<file path="src/design/stc_pkg.sv">
// ----------------------------------------------------------------------------
// stc_pkg: shared types and constants for the seconds-to-calendar converter
// Holds the time constants, the control word layout of the step program,
// the step addresses and the month length lookup.
// ----------------------------------------------------------------------------
package stc_pkg;

   // time constants in seconds
   localparam logic [31:0] SEC_PER_MIN  = 32'd60;
   localparam logic [31:0] SEC_PER_HOUR = 32'd3600;
   localparam logic [31:0] SEC_PER_DAY  = 32'd86400;
   localparam logic [31:0] LOCAL_OFFSET = 32'(8 * 3600);

   localparam logic [31:0] YEAR_NORM_SECS = 32'(365 * 86400);
   localparam logic [31:0] YEAR_LEAP_SECS = 32'(366 * 86400);
   localparam logic [31:0] MON28_SECS     = 32'(28 * 86400);
   localparam logic [31:0] MON29_SECS     = 32'(29 * 86400);
   localparam logic [31:0] MON30_SECS     = 32'(30 * 86400);
   localparam logic [31:0] MON31_SECS     = 32'(31 * 86400);

   // starting point of the year walk and its leap-rule residues
   localparam logic [11:0] FIRST_YEAR   = 12'd1970;
   localparam logic [1:0]  FIRST_MOD4   = 2'd2;
   localparam logic [6:0]  FIRST_MOD100 = 7'd70;
   localparam logic [8:0]  FIRST_MOD400 = 9'd370;
   localparam logic [6:0]  LAST_MOD100  = 7'd99;
   localparam logic [8:0]  LAST_MOD400  = 9'd399;

   // month index of December (months are counted from 0)
   localparam logic [3:0] LAST_MONTH = 4'd11;

   // step program layout
   localparam int          UPC_W    = 5;
   localparam logic [4:0]  UA_YEAR  = 5'd0;
   localparam logic [4:0]  UA_MONTH = 5'd1;
   localparam logic [4:0]  UA_DAY   = 5'd2;
   localparam logic [4:0]  UA_HOUR  = 5'd7;
   localparam logic [4:0]  UA_MIN   = 5'd12;
   localparam logic [4:0]  UA_DONE  = 5'd18;

   // which quantity a step subtracts from the remaining seconds
   typedef enum logic [2:0] {
      SRC_NONE,
      SRC_YEAR,
      SRC_MONTH,
      SRC_DAY,
      SRC_HOUR,
      SRC_MIN
   } src_type;

   // one control word of the step program
   typedef struct packed {
      src_type    src;     // quantity to subtract
      logic [2:0] shift;   // left shift of that quantity (quotient bit)
      logic       rep;     // stay on this step while the subtract is taken
      logic       last;    // final step: present the result
   } ucode_word_type;

   // seconds in a month, February follows the leap flag
   function automatic logic [31:0] month_seconds(input logic [3:0] mon, input logic leap);
      logic [31:0] secs;
      case (mon)
         4'd1: begin
            secs = leap ? MON29_SECS : MON28_SECS;
         end
         4'd3, 4'd5, 4'd8, 4'd10: begin
            secs = MON30_SECS;
         end
         default: begin
            secs = MON31_SECS;
         end
      endcase
      return secs;
   endfunction

endpackage

</file>
<file path="src/design/stc_ucode_rom.sv">
// ----------------------------------------------------------------------------
// stc_ucode_rom: step program of the converter
// Maps the step counter to a control word: the year walk, the month walk,
// then restoring division into days, hours and minutes, then the final step.
// ----------------------------------------------------------------------------
module stc_ucode_rom
   import stc_pkg::*;
(
   input  logic [UPC_W-1:0] upc,
   output ucode_word_type   word
);

   // decode the step address into its control word
   always_comb begin
      word = '{src: SRC_NONE, shift: 3'd0, rep: 1'b0, last: 1'b1};
      if (upc == UA_YEAR) begin
         word = '{src: SRC_YEAR, shift: 3'd0, rep: 1'b1, last: 1'b0};
      end else if (upc == UA_MONTH) begin
         word = '{src: SRC_MONTH, shift: 3'd0, rep: 1'b1, last: 1'b0};
      end else if (upc < UA_HOUR) begin
         // day quotient bits 4 down to 0
         word = '{src: SRC_DAY, shift: 3'(UA_HOUR - 5'd1 - upc), rep: 1'b0, last: 1'b0};
      end else if (upc < UA_MIN) begin
         // hour quotient bits 4 down to 0
         word = '{src: SRC_HOUR, shift: 3'(UA_MIN - 5'd1 - upc), rep: 1'b0, last: 1'b0};
      end else if (upc < UA_DONE) begin
         // minute quotient bits 5 down to 0
         word = '{src: SRC_MIN, shift: 3'(UA_DONE - 5'd1 - upc), rep: 1'b0, last: 1'b0};
      end
   end

endmodule

</file>
<file path="src/design/stc_datapath.sv">
// ----------------------------------------------------------------------------
// stc_datapath: conditional-subtract datapath of the converter
// One compare and subtract per cycle on the remaining seconds, steered by the
// control word; tracks year, leap residues, month and quotient fields.
// ----------------------------------------------------------------------------
module stc_datapath
   import stc_pkg::*;
(
   input  logic           clock,
   input  logic           load,
   input  logic [31:0]    load_seconds,
   input  logic           step,
   input  ucode_word_type word,
   output logic           taken,
   output logic [11:0]    year,
   output logic [3:0]     month,
   output logic [4:0]     day,
   output logic [4:0]     hour,
   output logic [5:0]     minute,
   output logic [5:0]     second
);

   logic [31:0] rest_ff,   rest_in;
   logic [11:0] year_ff,   year_in;
   logic [1:0]  mod4_ff,   mod4_in;
   logic [6:0]  mod100_ff, mod100_in;
   logic [8:0]  mod400_ff, mod400_in;
   logic [3:0]  mon_ff,    mon_in;
   logic [4:0]  day_ff,    day_in;
   logic [4:0]  hour_ff,   hour_in;
   logic [5:0]  min_ff,    min_in;

   logic        leap;
   logic [31:0] base;
   logic [31:0] operand;

   // Gregorian rule from the tracked residues
   assign leap = ((mod4_ff == 2'd0) && (mod100_ff != 7'd0)) || (mod400_ff == 9'd0);

   // select the quantity to subtract
   always_comb begin
      case (word.src)
         SRC_YEAR:  base = leap ? YEAR_LEAP_SECS : YEAR_NORM_SECS;
         SRC_MONTH: base = month_seconds(mon_ff, leap);
         SRC_DAY:   base = SEC_PER_DAY;
         SRC_HOUR:  base = SEC_PER_HOUR;
         SRC_MIN:   base = SEC_PER_MIN;
         default:   base = 32'd0;
      endcase
   end

   assign operand = base << word.shift;

   // take the subtract when it fits; the month walk stops at December
   always_comb begin
      taken = 1'b0;
      if (word.src != SRC_NONE) begin
         taken = (rest_ff >= operand);
      end
      if ((word.src == SRC_MONTH) && (mon_ff >= LAST_MONTH)) begin
         taken = 1'b0;
      end
   end

   // next values of the datapath registers
   always_comb begin
      rest_in   = rest_ff;
      year_in   = year_ff;
      mod4_in   = mod4_ff;
      mod100_in = mod100_ff;
      mod400_in = mod400_ff;
      mon_in    = mon_ff;
      day_in    = day_ff;
      hour_in   = hour_ff;
      min_in    = min_ff;
      if (load) begin
         rest_in   = load_seconds + LOCAL_OFFSET;
         year_in   = FIRST_YEAR;
         mod4_in   = FIRST_MOD4;
         mod100_in = FIRST_MOD100;
         mod400_in = FIRST_MOD400;
         mon_in    = 4'd0;
         day_in    = 5'd0;
         hour_in   = 5'd0;
         min_in    = 6'd0;
      end else if (step && taken) begin
         rest_in = rest_ff - operand;
         case (word.src)
            SRC_YEAR: begin
               year_in   = year_ff + 12'd1;
               mod4_in   = mod4_ff + 2'd1;
               mod100_in = (mod100_ff == LAST_MOD100) ? 7'd0 : mod100_ff + 7'd1;
               mod400_in = (mod400_ff == LAST_MOD400) ? 9'd0 : mod400_ff + 9'd1;
            end
            SRC_MONTH: begin
               mon_in = mon_ff + 4'd1;
            end
            SRC_DAY: begin
               day_in = day_ff | (5'd1 << word.shift);
            end
            SRC_HOUR: begin
               hour_in = hour_ff | (5'd1 << word.shift);
            end
            SRC_MIN: begin
               min_in = min_ff | (6'd1 << word.shift);
            end
            default: begin
               rest_in = rest_ff;
            end
         endcase
      end
   end

   always_ff @(posedge clock) begin
      rest_ff   <= rest_in;
      year_ff   <= year_in;
      mod4_ff   <= mod4_in;
      mod100_ff <= mod100_in;
      mod400_ff <= mod400_in;
      mon_ff    <= mon_in;
      day_ff    <= day_in;
      hour_ff   <= hour_in;
      min_ff    <= min_in;
   end

   assign year   = year_ff;
   assign month  = mon_ff + 4'd1;
   assign day    = day_ff + 5'd1;
   assign hour   = hour_ff;
   assign minute = min_ff;
   assign second = rest_ff[5:0];

endmodule

</file>
<file path="src/design/seconds_to_calendar.sv">
// ----------------------------------------------------------------------------
// seconds_to_calendar: Unix seconds to UTC+8 calendar date and time of day
// Microcoded converter: a step counter walks a short program that drives a
// conditional-subtract datapath.
// ----------------------------------------------------------------------------
// Usage:
//   Raise start with req_unix_seconds; the word is taken at a clock edge
//   where start is high and busy is low. busy then stays high until the
//   conversion finishes.
//   The result appears on the rsp_ ports for exactly one cycle, marked by
//   rsp_valid, which rises at the edge where busy falls. The receiver cannot
//   hold it off; the fields are gone once the next word is loaded.
//   Steps: while busy is high the year step repeats once per whole year past
//   1970 (0..136) and then moves on, and the month step once per whole month
//   past January (0..11) and then moves on; restoring division then gives the
//   day, hour and minute, and a final step presents the result. The 32-bit
//   count ends in February 2106, so the longest conversion is December 2105.
//   One 32-bit compare and subtract does the walk, one year or month per
//   cycle. A new word may be started in the cycle rsp_valid is high.
//   Reset: synchronous, active high; clears busy and rsp_valid and drops any
//   conversion in flight.
// ----------------------------------------------------------------------------
module seconds_to_calendar
   import stc_pkg::*;
(
   input  logic        clock,
   input  logic        reset,
   input  logic        start,
   output logic        busy,
   input  logic [31:0] req_unix_seconds,
   output logic        rsp_valid,
   output logic [11:0] rsp_year,
   output logic [3:0]  rsp_month,
   output logic [4:0]  rsp_day,
   output logic [4:0]  rsp_hour,
   output logic [5:0]  rsp_minute,
   output logic [5:0]  rsp_second
);

   logic             busy_ff,  busy_in;
   logic             valid_ff, valid_in;
   logic [UPC_W-1:0] upc_ff,   upc_in;

   logic             load;
   logic             taken;
   ucode_word_type   word;

   assign load = start && !busy_ff;

   stc_ucode_rom u_rom (
      .upc  (upc_ff),
      .word (word)
   );

   stc_datapath u_dp (
      .clock        (clock),
      .load         (load),
      .load_seconds (req_unix_seconds),
      .step         (busy_ff),
      .word         (word),
      .taken        (taken),
      .year         (rsp_year),
      .month        (rsp_month),
      .day          (rsp_day),
      .hour         (rsp_hour),
      .minute       (rsp_minute),
      .second       (rsp_second)
   );

   // advance the step counter, hold on a repeating step while it subtracts
   always_comb begin
      busy_in  = busy_ff;
      upc_in   = upc_ff;
      valid_in = 1'b0;
      if (load) begin
         busy_in = 1'b1;
         upc_in  = UA_YEAR;
      end else if (busy_ff) begin
         if (word.last) begin
            busy_in  = 1'b0;
            valid_in = 1'b1;
         end else if (!(word.rep && taken)) begin
            upc_in = upc_ff + 5'd1;
         end
      end
   end

   always_ff @(posedge clock) begin
      if (reset) begin
         busy_ff  <= 1'b0;
         valid_ff <= 1'b0;
         upc_ff   <= UA_YEAR;
      end else begin
         busy_ff  <= busy_in;
         valid_ff <= valid_in;
         upc_ff   <= upc_in;
      end
   end

   assign busy      = busy_ff;
   assign rsp_valid = valid_ff;

endmodule

</file>
<file path="config.mk">
export PLATFORM = sky130hd
export DESIGN_NAME = seconds_to_calendar
export DESIGN_NICKNAME = d
export VERILOG_FILES = /design/src/design/stc_pkg.sv /design/src/design/stc_ucode_rom.sv /design/src/design/stc_datapath.sv /design/src/design/seconds_to_calendar.sv
export SDC_FILE = /design/constraint.sdc
export NUM_CORES = 1
export LEC_CHECK = 0
export ABC_CLOCK_PERIOD_IN_PS = 6400
export BUFFER_PORTS_ARGS = -buffer_cell sky130_fd_sc_hd__buf_2
export CORE_UTILIZATION = 44
export CTS_BUF_LIST = sky130_fd_sc_hd__clkbuf_4 sky130_fd_sc_hd__clkbuf_8 sky130_fd_sc_hd__clkbuf_16
export CTS_CLUSTER_SIZE = 20
export DETAILED_ROUTE_END_ITERATION = 8
export RECOVER_POWER = 50
export SYNTH_ARGS = -nofsm -noshare
export SYNTH_HDL_FRONTEND = slang
export SYNTH_SLANG_ARGS = --single-unit
</file>
<file path="constraint.sdc">
create_clock -name clock -period 6.4 [get_ports clock]
set_clock_uncertainty 0.15 [all_clocks]
set_input_delay 0.32 -clock clock [delete_from_list [all_inputs] [get_ports clock]]
set_output_delay 0.32 -clock clock [all_outputs]
set_load 0.05 [all_outputs]
</file>
==> flow_summary.toml, run 1 <==
[floorplan]
num_io_pins = 75
die_x_um = 123
die_h_um = 123
start_util = 0.457
die_area_mm2 = 0.0151
rows = 43
core-area_mm2 = 0.0140

[yosys]
synth_seq_cells = 89
syn_avg_cell_area_um2 = 8.22
synth_ff_type = "dfxtp_1"
syn_area_mm2 = 0.00642
yosys_warnings = 0
synth_enable_flop_cells = 32
ys_seq_area_frac = 0.328
ys_types = 68
syn_inst = 781
ys_async_sr_fraction = 0

[power]
comb_power_share = 0.415
p_clk_frac = 0.254
sw_frac_of_total = 0.368
p_per_area_mw_per_mm2 = 314
peakVddDrop_mv = 0.195
p_seq_frac = 0.332
switchingPower_mw = 0.826
p_leak_nw = 2.75
p_int_mw = 1.42
p_total_mw = 2.24

[sta]
fin_hold_ws_ns = 0.0845
final-max-slew-violation-count = 61
fmax_mhz = 172
setup_viol_count_final = 0
fin_crit_ns = 5.80
slew_headroom = -0.755
rsz0062_at_grt = "false"
fin_setup_tns_ns = 0
post-route-period-util = 0.906
finalHoldViolCount = 0
worstMarginPinSlew_ns = 2.63

[setup_path]
crit_chain = "nor3_1, o21ai_1, o21ai_1, a21boi_0, a31oi_1, nand2_1, a21boi_0, nand2_1, o21ai_0, ha_1, a211oi_1, o211a_1, o2bb2ai_2, and3b_4, o211a_1, o31ai_4, a21oi_1, or2_2, buf_12"
required_ns = 6.36
slowest_stage = "nor3_1"
cp_slowest_stage_delay_ns = 0.50
cp.arrival_ns = 5.76
crit_type = "reg2reg"
cp_max_fo = 20
startpoint_type = "flop"
cp-end-kind = "flop"

[worst_hold_path]
hold_class = "in2reg"

[cts]
clk_pin_slew_ns = 0.06
htreeDepth = 3
clkLatencyLatePin_ns = 0.35
cts_inserted_buffers = 9
cts_root_buf = "clkbuf_16"
cts.sinks = 89
clk_path_buf_depth = 2
cts_setup_buffers = 0
cts-hold-fix-buffers = 0
ctsResizeCount = 0
tritoncts = "done"

[drt]
routed-via-count = 5788
antenna_left = 0
drcViolationCount = 0
wl_per_cell_um = 14.9
vias_per_cell = 5.63
first_pass_iters = 5
wirelength_um = 15300
drt_iter0_drc = 287

[place]
port_buffers = 74
place_congestion = 0.878
dp_hpwl_um = 11400
place_area_mm2 = 0.00691

[grt]
grt_pass1_vias = 5287
grt.total_usage = 0.211
grt_max_degree = 61
antenna_found_initial = 0
grt_overflow = 0
grt_pass1_wl_um = 25000

[finish]
diodes = 0
postLayoutCellArea_mm2 = 0.00714
fin_util = 0.509
area_delta_synth_final_pct = 11.3
nets = 925
drive_gt1_frac = 0.0802

[outcome]
outcome = "finished, violations left"
violations = "capacitance limit, slew limit"

[run]
max_cap_viol_count = 1
## worst max-delay path, delay by kind of cell, from the launching register on
| kind | cells | cell delay, ns |
|---|---|---|
| AND/OR/NAND/NOR | 5 | 1.42 |
| AO/OA/AOI/OAI | 12 | 3.02 |
| buffers and inverters | 1 | 0.22 |
| flip-flops | 1 | 0.42 |
| adder cells (fa/ha/maj) | 1 | 0.31 |
## registers in the layout (all words and copies together) (netlist names)
name	cells
busy	1
u_dp.rest_ff	32
u_dp.mod100_ff	7
u_dp.mod400_ff	9
u_dp.mon_ff	4
u_dp.hour	5
u_dp.mod4_ff	2
upc_ff	5
rsp_valid	1
u_dp.minute	6
u_dp.year	12
u_dp.day_ff	5
## cell usage after synthesis (5+ instances only)
| master | count | area share |
|---|---|---|
| a211oi_1 | 6 | 0.0070 |
| a21o_1 | 10 | 0.012 |
| a21oi_1 | 65 | 0.051 |
| a31oi_1 | 10 | 0.0098 |
| and3_1 | 6 | 0.0059 |
| and4_1 | 6 | 0.0082 |
| buf_4 | 6 | 0.0070 |
| clkbuf_1 | 23 | 0.013 |
| dfxtp_1 | 57 | 0.18 |
| edfxtp_1 | 32 | 0.15 |
| ha_1 | 47 | 0.092 |
| inv_1 | 29 | 0.017 |
| mux2i_1 | 7 | 0.011 |
| nand2_1 | 98 | 0.057 |
| nand2b_1 | 10 | 0.0098 |
| nand3_1 | 44 | 0.034 |
| nand4_1 | 10 | 0.0098 |
| nor2_1 | 54 | 0.032 |
| nor2b_1 | 5 | 0.0049 |
| nor3_1 | 21 | 0.016 |
| o211ai_1 | 5 | 0.0059 |
| o21a_1 | 11 | 0.013 |
| o21ai_0 | 42 | 0.033 |
| o21ai_1 | 17 | 0.013 |
| o31ai_1 | 13 | 0.015 |
| or3_1 | 19 | 0.019 |
| or4_1 | 6 | 0.0070 |
| xnor2_1 | 31 | 0.042 |
| xor2_1 | 21 | 0.029 |
## through the flow
step,worst slack (ns),std cells
floorplan,1.36,787
global placement,0.953,1012
detailed placement,0.715,1012
CTS,0.694,1028
global route,0.109,1028
finish,0.598,1028
## layout make-up
type | count | area, um^2
clock buffer | 13 | 280
clock inverter | 3 | 45.0
fill | 1402 | 6900
inverter | 30 | 113
multi-input combinational | 633 | 4010
sequential | 89 | 2100
tap | 180 | 225
timing repair buffer | 80 | 368
## path summary, 6_finish.rpt
check	slack [ns]	to	depth (start not counted)	start
worst max-delay path	0.60	u_dp.rest_ff[30]$_DFFE_PP_	19	upc_ff[3]$_SDFFE_PP0P_
worst min-delay path	0.08	busy$_SDFF_PP0_	2	reset
worst max register to register	0.60	u_dp.rest_ff[30]$_DFFE_PP_	19	upc_ff[3]$_SDFFE_PP0P_
worst min register to register	0.30	u_dp.hour[1]$_SDFFE_PP0P_	2	u_dp.hour[1]$_SDFFE_PP0P_
## cells in the final DEF, fill, tap and decap left out, drive strengths merged, types with 11 or more instances in the layout
master  instances
a21o           11
a21oi          66
buf            37
clkbuf         56
dfxtp          57
edfxtp         32
ha             47
inv            31
nand2          98
nand3          44
nor2           54
nor3           21
o21a           11
o21ai          59
o31ai          15
or3            19
xnor2          31
xor2           21
## metal layers
metal | global-route usage | vias up | part of all wire
met3 | 0.0488 | 24 | 0.041
met5 | 0 | - | 0
met1 | 0.268 | 2676 | 0.47
li1 | - | 2970 | -
met4 | 0.0694 | 0 | 0.018
met2 | 0.351 | 118 | 0.47
## logic make-up after synthesis
group / share of synthesized area
AO/OA/AOI/OAI: 0.215
XOR/XNOR: 0.0710
adder cells (fa/ha/maj): 0.0917
buffers and inverters: 0.0466
flip-flops: 0.328
multiplexers: 0.0179
other: 0.000584
AND/OR/NAND/NOR: 0.230
## power by group through the flow
stage	Clock [mW]	Sequential [mW]	Combinational (mW)
5_1_grt	0.608	0.753	1.04
3_3_place_gp	0	0.753	0.915
3_5_place_dp	0	0.755	0.936
4_1_cts	0.584	0.744	0.941
6_report	0.569	0.744	0.931
2_1_floorplan	0	0.750	0.742
(Power assumes the default switching activity.)
==> run 2, diff against run 1 <==
- RECOVER_POWER: 50 -> default
==> run 2 against run 1 <==
  * The run now ends clean
  * Setup slack worse by 0.011 ns
  * Register-to-register slack hardly changed
  * Global-route usage stayed put
  * Wire length is 0.23% lower
  * Via count is 0.79% lower
  * Hold slack better by 0.00066 ns
  * Clock power hardly changed
  * Combinational power is 1% higher
  * Highest routed layer unchanged
==> flow_summary.toml, run 2 (synthesized netlist as in run 1, its figures left out) <==
[outcome]
outcome = "complete, no violations"

[finish]
largest_reg_flops = 32
most-common-layout-cells = "nand2_1 (98), buf_2 (74), a21oi_1 (65)"
final_cells = 1028
area_delta_synth_final_pct = 12.7
seqCellArea_mm2 = 0.00210
final_common_cell = "nand2_1"
regMostFlops = "u_dp.rest_ff"
drive_gt1_frac = 0.134
fillers = 1367
nets = 925
diodes = 0
multi_input_area_mm2 = 0.00404

[place]
dp_cells = 1012
port_buffers = 74
pre_cts_slack_ns = 0.715
dp_hpwl_um = 11400
place_congestion = 0.878

[sta]
fmax_mhz = 172
fin_ws_ns = 0.588
worstMarginPinSlew_ns = 0.797
fin_crit_ns = 5.81
final-max-slew-violation-count = 0
setup_viol_count_final = 0
fin_setup_tns_ns = 0
finalHoldViolCount = 0
post-route-period-util = 0.908
fin_hold_ws_ns = 0.0852
slew_headroom = 0.463
rsz0062_at_grt = "false"

[cts]
clk_pin_slew_ns = 0.06
cts_setup_buffers = 0
cts-hold-fix-buffers = 0
ctsResizeCount = 0
cts.sinks = 89
clkLatencyLatePin_ns = 0.35
clk_path_buf_depth = 2
cts_inserted_buffers = 9
cts_root_buf = "clkbuf_16"
htreeDepth = 3
tritoncts = "done"

[setup_path]
r2r_start = "upc_ff[3]$_SDFFE_PP0P_"
startpoint_type = "flop"
cp-startpoint = "upc_ff[3]$_SDFFE_PP0P_"
cp-end-kind = "flop"
ff2ff_path_depth = 19
cp_max_fo = 20
endpoint = "u_dp.rest_ff[18]$_DFFE_PP_"
cp.arrival_ns = 5.77
crit_type = "reg2reg"
ff2ff_setup_slack_ns = 0.59
worstReg2RegEnd = "u_dp.rest_ff[18]$_DFFE_PP_"
required_ns = 6.36

[grt]
grt_overflow = 0
grt_max_degree = 61
grt_pass1_vias = 5287
antenna_found_initial = 0
grt.total_usage = 0.211
grt_pass1_wl_um = 25000

[drt]
drt_iter0_drc = 265
wl_per_cell_um = 14.9
routed-via-count = 5742
wirelength_um = 15300
first_pass_iters = 5
antenna_left = 0
drcViolationCount = 0
vias_per_cell = 5.59

[floorplan]
core-area_mm2 = 0.0140
start_util = 0.457
die_x_um = 123
die_h_um = 123
die_area_mm2 = 0.0151
rows = 43
num_io_pins = 75

[power]
peakVddDrop_mv = 0.196
p_per_area_mw_per_mm2 = 312
p_leak_nw = 2.90

[worst_hold_path]
hold_class = "in2reg"
min_path_cells = 2

[run]
max_cap_viol_count = 0
run 2: worst min-delay path by stage:
| stage | start | end | slack [ns] |
|---|---|---|---|
| after global routing | reset | busy$_SDFF_PP0_ | 0.09 |
| final | reset | busy$_SDFF_PP0_ | 0.09 |
| after global placement | u_dp.hour[2]$_SDFFE_PP0P_ | u_dp.hour[2]$_SDFFE_PP0P_ | 0.28 |
| after floorplan | reset | busy$_SDFF_PP0_ | 0.24 |
| after detailed placement | u_dp.hour[1]$_SDFFE_PP0P_ | u_dp.hour[1]$_SDFFE_PP0P_ | 0.29 |
| after CTS | reset | busy$_SDFF_PP0_ | 0.08 |
run 2: stage by stage:
stage	cell area (um^2)	power [mW]	utilization
final	7230	2.26	0.515
after global routing	7230	2.41	0.515
after CTS	7230	2.27	0.515
after detailed placement	6910	1.69	0.492
after global placement	6910	1.67	0.492
after floorplan	6440	1.49	-
run 2: power by group:
group          total, mW  switching (mW)  internal [mW]
Combinational      0.942           0.562          0.380
Clock              0.570           0.224          0.346
Sequential         0.743          0.0444          0.699
run 2: final cells by class:
cell class	instances	share of cell area
clock buffer	13	0.0387
clock inverter	3	0.00623
inverter	30	0.0156
multi-input combinational	633	0.559
sequential	89	0.291
tap	180	0.0311
timing repair buffer	80	0.0592
run 2: routing by layer:
layer | global-route usage | routed length [um]
met2 | 0.351 | 7110
met5 | 0 | 0
met3 | 0.0488 | 614
met4 | 0.0694 | 274
met1 | 0.268 | 7300
run 2: critical path: stages (launching register included):
cell and delay [ns]:
dfxtp_1 0.42, nor3_1 0.49, o21ai_1 0.28, o21ai_1 0.45, a21boi_0 0.38, a31oi_1 0.22
nand2_1 0.12, a21boi_0 0.26, nand2_1 0.09, o21ai_0 0.11, ha_1 0.31, a211oi_1 0.26
o211a_1 0.19, o2bb2ai_2 0.10, and3b_4 0.21, o211a_1 0.27, o31ai_4 0.31, a21oi_1 0.21
or2_2 0.50, buf_12 0.22
